`src/hw/rtl/cordic_sine_cosine_unit_defines.svh`:
```
// ----------------------------------------------------------------------------
// CORDIC sine/cosine unit assertion macros
// Concurrent assertion helpers, empty when SYNTHESIS is defined.
// ----------------------------------------------------------------------------
`ifndef CORDIC_SINE_COSINE_UNIT_DEFINES_SVH
`define CORDIC_SINE_COSINE_UNIT_DEFINES_SVH

`ifndef SYNTHESIS
`define CSC_ASSERT(name, clk, rst_n, prop, msg) \
  name: assert property (@(posedge clk) disable iff (!(rst_n)) (prop)) else $error(msg);
`define CSC_ASSERT_NEXT(name, clk, rst_n, ante, cons, msg) \
  name: assert property (@(posedge clk) disable iff (!(rst_n)) (ante) |=> (cons)) \
    else $error(msg);
`else
`define CSC_ASSERT(name, clk, rst_n, prop, msg)
`define CSC_ASSERT_NEXT(name, clk, rst_n, ante, cons, msg)
`endif

`endif

```
`src/hw/rtl/csc_pkg.sv`:
```
// ----------------------------------------------------------------------------
// CORDIC sine/cosine package
// Widths, constants, arctangent table and the data word passed between cells.
// ----------------------------------------------------------------------------
`timescale 1ns / 1ps
`default_nettype none

package csc_pkg;

  localparam int unsigned DATA_W  = 32;
  localparam int unsigned STEPS   = 31;
  localparam int unsigned STAGE_W = $clog2(STEPS);

  localparam logic signed [DATA_W-1:0] GAIN_Q31 = 32'sh4dba76d4;
  localparam logic signed [DATA_W-1:0] POS_FULL = 32'sh7fffffff;
  localparam logic signed [DATA_W-1:0] NEG_FULL = 32'sh80000000;

  typedef enum logic [1:0] {
    KIND_ROT,
    KIND_ZERO,
    KIND_POS,
    KIND_NEG
  } csc_kind_e;

  typedef struct packed {
    logic signed [DATA_W-1:0] x;
    logic signed [DATA_W-1:0] y;
    logic signed [DATA_W-1:0] z;
    csc_kind_e                kind;
  } csc_data_t;

  // atan(2^-i) / (pi/2), Q31
  function automatic logic signed [DATA_W-1:0] arc_atan(input logic [STAGE_W-1:0] idx);
    logic signed [DATA_W-1:0] r;
    unique case (idx)
      5'd0:    r = 32'sh40000000;
      5'd1:    r = 32'sh25c80a3b;
      5'd2:    r = 32'sh13f670b6;
      5'd3:    r = 32'sh0a2223a8;
      5'd4:    r = 32'sh05161a86;
      5'd5:    r = 32'sh028bafc2;
      5'd6:    r = 32'sh0145ec3c;
      5'd7:    r = 32'sh00a2f8aa;
      5'd8:    r = 32'sh00517ca6;
      5'd9:    r = 32'sh0028be5d;
      5'd10:   r = 32'sh00145f30;
      5'd11:   r = 32'sh000a2f98;
      5'd12:   r = 32'sh000517cc;
      5'd13:   r = 32'sh00028be6;
      5'd14:   r = 32'sh000145f3;
      5'd15:   r = 32'sh0000a2f9;
      5'd16:   r = 32'sh0000517c;
      5'd17:   r = 32'sh000028be;
      5'd18:   r = 32'sh0000145f;
      5'd19:   r = 32'sh00000a2f;
      5'd20:   r = 32'sh00000517;
      5'd21:   r = 32'sh0000028b;
      5'd22:   r = 32'sh00000145;
      5'd23:   r = 32'sh000000a2;
      5'd24:   r = 32'sh00000051;
      5'd25:   r = 32'sh00000028;
      5'd26:   r = 32'sh00000014;
      5'd27:   r = 32'sh0000000a;
      5'd28:   r = 32'sh00000005;
      5'd29:   r = 32'sh00000002;
      5'd30:   r = 32'sh00000001;
      default: r = '0;
    endcase
    return r;
  endfunction

endpackage

`default_nettype wire

```
`src/hw/rtl/csc_out.sv`:
```
// ----------------------------------------------------------------------------
// CORDIC output stage
// Resolves the exact-angle cases and holds the result for the receiver.
// ----------------------------------------------------------------------------
`timescale 1ns / 1ps
`default_nettype none

module csc_out
  import csc_pkg::*;
(
  input  wire logic                     clk_i,
  input  wire logic                     rst_ni,
  input  wire logic                     in_valid_i,
  output logic                          in_ready_o,
  input  wire csc_data_t                in_data_i,
  output logic                          out_valid_o,
  input  wire logic                     out_ready_i,
  output logic signed [DATA_W-1:0]      sine_o,
  output logic signed [DATA_W-1:0]      cosine_o
);

  logic                     valid_q;
  logic signed [DATA_W-1:0] sine_q, sine_d, cosine_q, cosine_d;

  assign in_ready_o = ~valid_q | out_ready_i;

  always_comb begin
    unique case (in_data_i.kind)
      KIND_ZERO: begin
        sine_d   = '0;
        cosine_d = POS_FULL;
      end
      KIND_POS: begin
        sine_d   = POS_FULL;
        cosine_d = '0;
      end
      KIND_NEG: begin
        sine_d   = NEG_FULL;
        cosine_d = '0;
      end
      default: begin
        sine_d   = in_data_i.y;
        cosine_d = in_data_i.x;
      end
    endcase
  end

  always_ff @(posedge clk_i or negedge rst_ni) begin
    if (!rst_ni) begin
      valid_q <= 1'b0;
    end else if (in_ready_o) begin
      valid_q <= in_valid_i;
    end
  end

  always_ff @(posedge clk_i) begin
    if (in_valid_i && in_ready_o) begin
      sine_q   <= sine_d;
      cosine_q <= cosine_d;
    end
  end

  assign out_valid_o = valid_q;
  assign sine_o      = sine_q;
  assign cosine_o    = cosine_q;

endmodule

`default_nettype wire

```
`config.mk`:
```
export PLATFORM = sky130hd
export DESIGN_NAME = csc_out
export DESIGN_NICKNAME = d
export VERILOG_FILES = /design/src/hw/rtl/cordic_sine_cosine_unit_defines.svh /design/src/hw/rtl/csc_pkg.sv /design/src/hw/rtl/csc_out.sv
export SDC_FILE = /design/constraint.sdc
export NUM_CORES = 1
export LEC_CHECK = 0
export ABC_AREA = 0
export BUFFER_PORTS_ARGS = -buffer_cell sky130_fd_sc_hd__buf_4
export CORE_MARGIN = 1
export CORE_UTILIZATION = 42
export DETAILED_ROUTE_END_ITERATION = 16
export PLACE_DENSITY = 0.82
export SLEW_MARGIN = 20
export SYNTH_ARGS = -nofsm -noshare
export SYNTH_HDL_FRONTEND = slang
export SYNTH_SLANG_ARGS = --single-unit
```
`constraint.sdc`:
```
create_clock -name clk_i -period 2.61 [get_ports clk_i]
set_input_delay 0.3915 -clock clk_i [delete_from_list [all_inputs] [get_ports clk_i]]
set_output_delay 0.3915 -clock clk_i [all_outputs]
set_load 0.02 [all_outputs]
```
==> results.json <==
{
  "synth_area_leaders": "edfxtp_1, nor2_1, buf_6, buf_2, dfrtp_1",
  "reg2reg_to": "sine_o[19]",
  "port-buffer-count": 135,
  "grt_pass1_vias": 1854,
  "dp_slack_ns": 1.08,
  "crit_required_ns": 2.57,
  "initial_core_util_pct": 43.5,
  "cp-end-kind": "register",
  "synth_cell_types": 11,
  "multi_input_area_um2": 513,
  "n_fill_cell": 489,
  "rrSetupSlack_ns": 1.21,
  "routed-wl-met2_mm": 2.93,
  "p_leak_nw": 1.63,
  "setup_viol": 0,
  "hold_class": "in2reg",
  "path_clk_slew_ns": 0.07,
  "cts_tree": "done",
  "slew_violations": 0,
  "synth-seq-area-share_pct": 76.0,
  "drv_cap": 0,
  "worst_clock_skew_ns": 0.00427,
  "avgSynthCellArea_um2": 12.2,
  "wl_mm": 5.44,
  "ios": 168,
  "drive_gt1_share_pct": 42.9,
  "worstHoldEndpoint": "out_valid_o",
  "overflow": 0,
  "chipHeight_um": 80.1,
  "cpPeakStageDelay_ns": 0.39,
  "die-area_um2": 6410,
  "ctsRootBufferMaster": "clkbuf_8",
  "post-dp-hpwl_mm": 3.67,
  "dr.pass1.iters": 4,
  "path_class": "reg2reg",
  "remaining_drc_errors": 0,
  "final_common_cell": "buf_4",
  "via_per_inst": 4.57,
  "netlist_area_um2": 2560,
  "stdcell_count": 425,
  "rsz0062_at_grt": "no",
  "synth_top_area_share_pct": 75.0,
  "die_w_um": 80.1,
  "fin_setup_tns_ns": 0,
  "setup_ws_ns": 1.21,
  "ant_nets": 0,
  "fmaxAchievable_mhz": 712,
  "cts.path.max_buffers": 2,
  "postCtsSetupBuffers": 0,
  "whs_ns": 0.272,
  "path_max_fanout": 36,
  "syn_nets": 312,
  "mostFrequentLayoutCells": "buf_4, nor2_1, edfxtp_1",
  "vias": 1942,
  "track_usage_pct": 17.1,
  "critPathArrivalTime_ns": 1.37,
  "num_rows": 28,
  "worst_setup_path_start_kind": "register",
  "r2r_start": "out_valid_o",
  "cp_cell_sequence": "nand2b_1 > and2_2 > buf_4",
  "hold-path-cell-count": 2,
  "period_needed_ns": 1.40,
  "worstHoldStart": "in_valid_i",
  "top_layer": "met4",
  "cts_buffers": 9,
  "syn_inst": 210,
  "reg2reg_depth": 3,
  "synth_area_leader_cell": "edfxtp_1",
  "ys_ff_latch": 65,
  "wl_met3_um": 433,
  "wl_per_cell_um": 12.8,
  "synthToLayoutAreaGrowth_pct": 46.2,
  "n_antenna_cell": 0,
  "drtIter0Drc": 72,
  "place.gp.congestion": 0.726,
  "register_area_um2": 1950,
  "htreeDepth": 3,
  "core-area_um2": 5890,
  "fin_nets": 447,
  "grt_pass1_wl_mm": 8.09,
  "max-vdd-ir-drop_v": 0.000339,
  "slowest_stage": "buf_4",
  "clk_latency_ns": 0.31,
  "worst_pin_slew_ns": 0.635,
  "grt_antenna_before_repair": 0,
  "status": "complete, no violations",
  "drt-met1-wl_mm": 2.02,
  "relSlewSlack_pct": 57.7,
  "stdcell_area_um2": 3740,
  "grt_max_degree": 66,
  "ys.warnings.count": 0,
  "power_density_nw_per_um2": 610,
  "fin_crit_sh_pct": 53.8,
  "cts.sinks": 65,
  "dpl_cell_area_um2": 3580,
  "hold_viol_final": 0,
  "dp.cells": 408
}
## cells in the mapped netlist
cell,n
edfxtp_1,64
nand2b_1,3
buf_6,4
nor2_1,124
nor3b_2,1
buf_2,7
buf_4,3
nand2_1,1
and2_1,1
dfrtp_1,1
o21ai_0,1
## cell families (layout without fill, tap and decap cells)
| family | Yosys count | count (layout) | synth area share, % |
|---|---|---|---|
| and+or+nand+nor | 130 | 130 | 19.8 |
| DFF | 65 | 65 | 76.0 |
| buffers and inverters | 14 | 154 | 4.01 |
| AOI/OAI and AO/OA | 1 | 1 | 0.195 |
## critical path, delay by kind of cell, from the launching register on
family                 cells  cell delay, ns
flip-flops                 1            0.37
buffers and inverters      1            0.39
AND/OR/NAND/NOR            2            0.27
## layout make-up
type	instances	area share, %
clock buffers	10	3.41
well taps	75	2.51
repair buffers	138	27.7
multi-input cells	131	13.7
clock inverters	6	0.668
flip-flops and latches	65	52.0
## sequential cells by signal (all words and copies together) (netlist names)
name         cells
out_valid_o      1
cosine_o        32
sine_o          32
## per-stage QoR
stage	util [%]	power, W
6_report	63.6	0.00228
5_1_grt	63.6	0.00239
4_1_cts	63.6	0.00231
3_5_place_dp	60.9	0.00164
3_3_place_gp	60.9	0.00162
2_1_floorplan	-	0.00145
## routing by layer
layer	vias to the layer above	GRT usage [%]
met2	82	31.2
met4	0	8.04
met1	895	17.7
li1	957	-
met3	8	5.34
met5	-	0
## timing repair
| action | 4_1_cts | 5_1_grt |
|---|---|---|
| setup endpoints to repair | 0 | 0 |
| resized for setup | 0 | 0 |
| hold buffers | 1 | 0 |
| hold endpoints to repair | 1 | 0 |
## how the worst max path moves through the flow
stage,slack [ns],start,to,cells past startpoint
after floorplan,0.62,out_valid_o,cosine_o[0],2
after global placement,1.10,out_ready_i,sine_o[4],4
after detailed placement,1.08,out_ready_i,cosine_o[31],4
after CTS,1.19,out_valid_o,sine_o[19],3
after global routing,1.12,out_valid_o,sine_o[19],3
final,1.21,out_valid_o,sine_o[19],3
## where the power goes
part	internal, W	switching, W
registers	0.00123	0.0000167
clock network	0.000329	0.000345
logic	0.000169	0.000198
No activity file was read; power rests on OpenSTA's default activity.
