[config.mk]
export PLATFORM = sky130hd
export DESIGN_NAME = csc_cell
export DESIGN_NICKNAME = d
export VERILOG_FILES = /design/src/hw/rtl/csc_pkg.sv /design/src/hw/rtl/csc_cell.sv
export VERILOG_INCLUDE_DIRS = /design/src /design/src/hw/rtl
export SDC_FILE = /design/constraint.sdc
export NUM_CORES = 1
export LEC_CHECK = 0
export ABC_AREA = 1
export ABC_CLOCK_PERIOD_IN_PS = 17900
export BUFFER_PORTS_ARGS = -buffer_cell sky130_fd_sc_hd__buf_4
export CORE_UTILIZATION = 25
export CTS_CLUSTER_DIAMETER = 150
export CTS_CLUSTER_SIZE = 24
export DETAILED_ROUTE_END_ITERATION = 10
export PLACE_DENSITY = 0.37
export SLEW_MARGIN = 20
export SYNTH_ARGS = -nofsm -noshare
export SYNTH_HDL_FRONTEND = slang
export SYNTH_SLANG_ARGS = --single-unit
[constraint.sdc]
create_clock -name clk_i -period 17.9 [get_ports clk_i]
set_input_delay 2.685 -clock clk_i [delete_from_list [all_inputs] [get_ports clk_i]]
set_output_delay 2.685 -clock clk_i [all_outputs]
set_load 0.005 [all_outputs]
[src/hw/rtl/cordic_sine_cosine_unit_defines.svh]
// ----------------------------------------------------------------------------
// CORDIC sine/cosine unit assertion macros
// Concurrent assertion helpers, empty when SYNTHESIS is defined.
// ----------------------------------------------------------------------------
`ifndef CORDIC_SINE_COSINE_UNIT_DEFINES_SVH
`define CORDIC_SINE_COSINE_UNIT_DEFINES_SVH

`ifndef SYNTHESIS
`define CSC_ASSERT(name, clk, rst_n, prop, msg) \
  name: assert property (@(posedge clk) disable iff (!(rst_n)) (prop)) else $error(msg);
`define CSC_ASSERT_NEXT(name, clk, rst_n, ante, cons, msg) \
  name: assert property (@(posedge clk) disable iff (!(rst_n)) (ante) |=> (cons)) \
    else $error(msg);
`else
`define CSC_ASSERT(name, clk, rst_n, prop, msg)
`define CSC_ASSERT_NEXT(name, clk, rst_n, ante, cons, msg)
`endif

`endif

[src/hw/rtl/csc_pkg.sv]
// ----------------------------------------------------------------------------
// CORDIC sine/cosine package
// Widths, constants, arctangent table and the data word passed between cells.
// ----------------------------------------------------------------------------
`timescale 1ns / 1ps
`default_nettype none

package csc_pkg;

  localparam int unsigned DATA_W  = 32;
  localparam int unsigned STEPS   = 31;
  localparam int unsigned STAGE_W = $clog2(STEPS);

  localparam logic signed [DATA_W-1:0] GAIN_Q31 = 32'sh4dba76d4;
  localparam logic signed [DATA_W-1:0] POS_FULL = 32'sh7fffffff;
  localparam logic signed [DATA_W-1:0] NEG_FULL = 32'sh80000000;

  typedef enum logic [1:0] {
    KIND_ROT,
    KIND_ZERO,
    KIND_POS,
    KIND_NEG
  } csc_kind_e;

  typedef struct packed {
    logic signed [DATA_W-1:0] x;
    logic signed [DATA_W-1:0] y;
    logic signed [DATA_W-1:0] z;
    csc_kind_e                kind;
  } csc_data_t;

  // atan(2^-i) / (pi/2), Q31
  function automatic logic signed [DATA_W-1:0] arc_atan(input logic [STAGE_W-1:0] idx);
    logic signed [DATA_W-1:0] r;
    unique case (idx)
      5'd0:    r = 32'sh40000000;
      5'd1:    r = 32'sh25c80a3b;
      5'd2:    r = 32'sh13f670b6;
      5'd3:    r = 32'sh0a2223a8;
      5'd4:    r = 32'sh05161a86;
      5'd5:    r = 32'sh028bafc2;
      5'd6:    r = 32'sh0145ec3c;
      5'd7:    r = 32'sh00a2f8aa;
      5'd8:    r = 32'sh00517ca6;
      5'd9:    r = 32'sh0028be5d;
      5'd10:   r = 32'sh00145f30;
      5'd11:   r = 32'sh000a2f98;
      5'd12:   r = 32'sh000517cc;
      5'd13:   r = 32'sh00028be6;
      5'd14:   r = 32'sh000145f3;
      5'd15:   r = 32'sh0000a2f9;
      5'd16:   r = 32'sh0000517c;
      5'd17:   r = 32'sh000028be;
      5'd18:   r = 32'sh0000145f;
      5'd19:   r = 32'sh00000a2f;
      5'd20:   r = 32'sh00000517;
      5'd21:   r = 32'sh0000028b;
      5'd22:   r = 32'sh00000145;
      5'd23:   r = 32'sh000000a2;
      5'd24:   r = 32'sh00000051;
      5'd25:   r = 32'sh00000028;
      5'd26:   r = 32'sh00000014;
      5'd27:   r = 32'sh0000000a;
      5'd28:   r = 32'sh00000005;
      5'd29:   r = 32'sh00000002;
      5'd30:   r = 32'sh00000001;
      default: r = '0;
    endcase
    return r;
  endfunction

endpackage

`default_nettype wire

[src/hw/rtl/csc_cell.sv]
// ----------------------------------------------------------------------------
// CORDIC micro-rotation cell
// One rotation-mode step with its own register and valid/ready handoff.
// ----------------------------------------------------------------------------
`timescale 1ns / 1ps
`default_nettype none

`include "cordic_sine_cosine_unit_defines.svh"

module csc_cell
  import csc_pkg::*;
(
  input  wire logic               clk_i,
  input  wire logic               rst_ni,
  input  wire logic [STAGE_W-1:0] stage_i,
  input  wire logic               in_valid_i,
  output logic                    in_ready_o,
  input  wire csc_data_t          in_data_i,
  output logic                    out_valid_o,
  input  wire logic               out_ready_i,
  output csc_data_t               out_data_o
);

  logic                     valid_q;
  csc_data_t                data_q, data_d;
  logic signed [DATA_W-1:0] dx, dy, da;

  assign in_ready_o = ~valid_q | out_ready_i;

  always_comb begin
    dx     = in_data_i.y >>> stage_i;
    dy     = in_data_i.x >>> stage_i;
    da     = arc_atan(stage_i);
    data_d = in_data_i;
    if (!in_data_i.z[DATA_W-1]) begin
      data_d.x = in_data_i.x - dx;
      data_d.y = in_data_i.y + dy;
      data_d.z = in_data_i.z - da;
    end else begin
      data_d.x = in_data_i.x + dx;
      data_d.y = in_data_i.y - dy;
      data_d.z = in_data_i.z + da;
    end
  end

  always_ff @(posedge clk_i or negedge rst_ni) begin
    if (!rst_ni) begin
      valid_q <= 1'b0;
    end else if (in_ready_o) begin
      valid_q <= in_valid_i;
    end
  end

  always_ff @(posedge clk_i) begin
    if (in_valid_i && in_ready_o) begin
      data_q <= data_d;
    end
  end

  assign out_valid_o = valid_q;
  assign out_data_o  = data_q;

  `CSC_ASSERT_NEXT(a_cell_hold, clk_i, rst_ni, valid_q && !out_ready_i,
                   valid_q && $stable(data_q), "cell lost or changed a stalled transaction")
  `CSC_ASSERT_NEXT(a_cell_take, clk_i, rst_ni, in_valid_i && in_ready_o,
                   valid_q, "cell dropped an accepted transaction")

endmodule

`default_nettype wire

==> metrics.txt <==
share of cells above drive strength 1 approximately an eighth; LEAKAGE roughly 0.0086 uW; Post-synth EDFFs between 90 and 100; Synth Area in Adders 9.738%; worst hold start out_valid_o; RSZ-0062 raised after global routing false; clk sinks 99; Synth Area in Compound Gates a little under an eighth; outcome finished, violations left; Worst path most repeated cell nand2_1; CP Launch Type primary input; final setup violation count 0; worst r2r dst out_data_o[3]; Row Count 89; count of cell types in the netlist between 50 and 60; largest family of logic cells by synthesized area simple AND/OR/NAND/NOR gates; CTS Buf Count 9; DP HPWL between 50000 and 60000 um; setup TNS 0 ns; crit end category flop; Mapped Nets around 2600; worst rel slew slack between 40% and 50%; hold-critical path depth 2; Worst path slowest cell buf_4; reg-to-reg slack, setup 15.71 ns; Bufs and invs on worst path 4; largest net degree at the start of global routing 74; cell with the most instances after synthesis nand2_1; Synth area leader nand2_1; Max-Cap Viols 0; Die Y 247.0 um; Post-Synth XOR/XNOR Area 9.571%; Ys Warns 0; worst r2r src out_valid_o; Final Hold Fails 0; IO Pins 207; global-route wire length before repair around 93000 um; most frequent cells after synthesis nand2_1, nand3_1, inv_1; critical path type primary input to flop; #FFs+latches synth around 100; failing checks design-rule violations; share of the synthesized area in the top cell type around 20%; Crit Path Max Fanout 73; total global routing overflow 0; Fmax achieved approximately 130 MHz; Seq/Total Area, Yosys between 15 and 20%; Slew @ Worst Pin roughly 0.84 ns; CTS tree yes; clock root buffer clkbuf_16; main area contributors after synthesis nand2_1, edfxtp_1, nand3_1; DIE AREA 61010 um2; Reg area 2968 um2; total track usage between 10% and 20%; Vias/cell slightly below 5; asr flop ratio synth roughly 1.0%; Routed WL 61160 um; clock skew roughly 0.012 ns; Clock Latency Late Sink around 0.40 ns; DRC 24; Mapped Cells ~2400; routed len/inst 18.39 um; Hold Crit Class flop to flop; Worst Hold End out_valid_o; simple-gate share of the synthesized area approximately two fifths; Final period util between 40% and 50%; H-tree Lvls 3; setup bufs post-CTS 0; CTS Buffer Depth 2; Fillers between 6000 and 7000; P&R area growth vs syn 15.57%; ys flop type edfxtp_1; antenna diode count 0; vias in the first global route approximately 16000; Initial Util about a quarter; maximum vdd drop between 0.00005 and 0.00006 V; post-CTS resize count 0; Core Area around 60000 um2; mapped cell area 15010 um2; initial antenna violation count 0; Vias between 15000 and 20000; drt pass-1 iters 8; IO buf count a little over 200; mux contribution to synthesized area 0%; hold_buf cts 0; family with the most delay on the worst path simple AND/OR/NAND/NOR gates; crit-path max cell delay 0.59 ns; Die X 247.0 um; Required @ worst endpoint ~18 ns; Worst R2R Path Depth 3; Post-DRT Antenna Nets 0; Critical Path AT around 8.1 ns; clock slew at reported path FFs approximately 0.080 ns; Final Max Slew Viols 0; Tmin final approximately 8 ns; Hold Worst Slack 0.5920 ns; Multi-input gate area between 10000 and 15000 um2; DRT iter0 DRCs 1031; GPL Wtd Cong 0.8795; Power Dens Cells between 70 and 80 nW/um2; Post-Syn Area per Cell roughly 6.3 um2; layout net count around 2800
==> final cells by class <==
cell class / count / area share, %
Multi-Input combinational cell: 1978 / 61.12
Inverter: 245 / 5.331
Tap cell: 773 / 5.576
Clock inverter: 7 / 0.2597
Clock buffer: 9 / 1.299
Sequential cell: 99 / 17.11
Timing Repair Buffer: 215 / 9.306
==> where the power goes <==
part	internal, uW	switching, uW
combinational	270	462
clock	93.8	101
sequential	328	12.9
total	693	575
==> cells by family (layout without fill, tap and decap cells) <==
family,count (synthesis),in the layout
flops,99,99
buf+inv,324,476
simple gates,1398,1398
fa+ha+maj,115,115
compound gates,301,301
xor+xnor,164,164
==> state kept, by name (all words and copies together), names as in the netlist <==
name,count
out_valid_o,1
out_data_o,98
==> metal layers <==
metal  GRT usage [%]  vias up  routed length, um
met5               0        -                  0
met4           5.592        0               1161
met3           1.867       41               2403
met2           33.04      334              28240
met1           27.45     7399              29350
li1                -     8237                  -
==> tightest hold or removal path, delay by kind of cell, from the launching register on <==
kind,cells,cell delay [ns]
DFF,1,0.41
and+or+nand+nor,2,0.15
==> cell usage in the layout, fill, tap and decap left out, types with 13 or more instances in the layout <==
| master | n |
|---|---|
| nand2_1 | 792 |
| nand3_1 | 316 |
| inv_1 | 235 |
| buf_4 | 215 |
| nor2_1 | 180 |
| xor2_1 | 116 |
| a21oi_1 | 115 |
| ha_1 | 112 |
| edfxtp_1 | 98 |
| o21ai_0 | 93 |
| xnor2_1 | 48 |
| nor3_1 | 26 |
| nand4_1 | 20 |
| nor2_2 | 19 |
| a31oi_1 | 18 |
| nand2_2 | 15 |
| o21a_1 | 13 |
==> metrics by stage <==
| step | util (%) | std cells | power (uW) | area, um2 | setup slack (ns) |
|---|---|---|---|---|---|
| 5_1_grt | 29.33 | 3326 | 1383 | 17340 | 9.330 |
| 3_5_place_dp | 28.87 | 3310 | 1081 | 17070 | 9.498 |
| 4_1_cts | 29.33 | 3326 | 1290 | 17340 | 9.900 |
| 2_1_floorplan | - | 2401 | 828.0 | 15010 | 9.856 |
| 6_report | 29.33 | 3326 | 1268 | 17340 | 9.910 |
| 3_3_place_gp | 28.87 | 3310 | 1091 | 17070 | 9.474 |
==> worst max-delay path by stage <==
stage                           from              to  slack, ns  cells past startpoint
after global placement    stage_i[0]  out_data_o[65]       9.47                     29
after CTS                 stage_i[0]  out_data_o[65]       9.90                     29
after floorplan           in_valid_i   out_data_o[0]       9.86                      2
after global routing      stage_i[0]  out_data_o[63]       9.33                     28
after detailed placement  stage_i[0]  out_data_o[65]       9.50                     29
final                     stage_i[0]  out_data_o[63]       9.91                     28
Note: power is estimated with default switching activity, not from simulation.
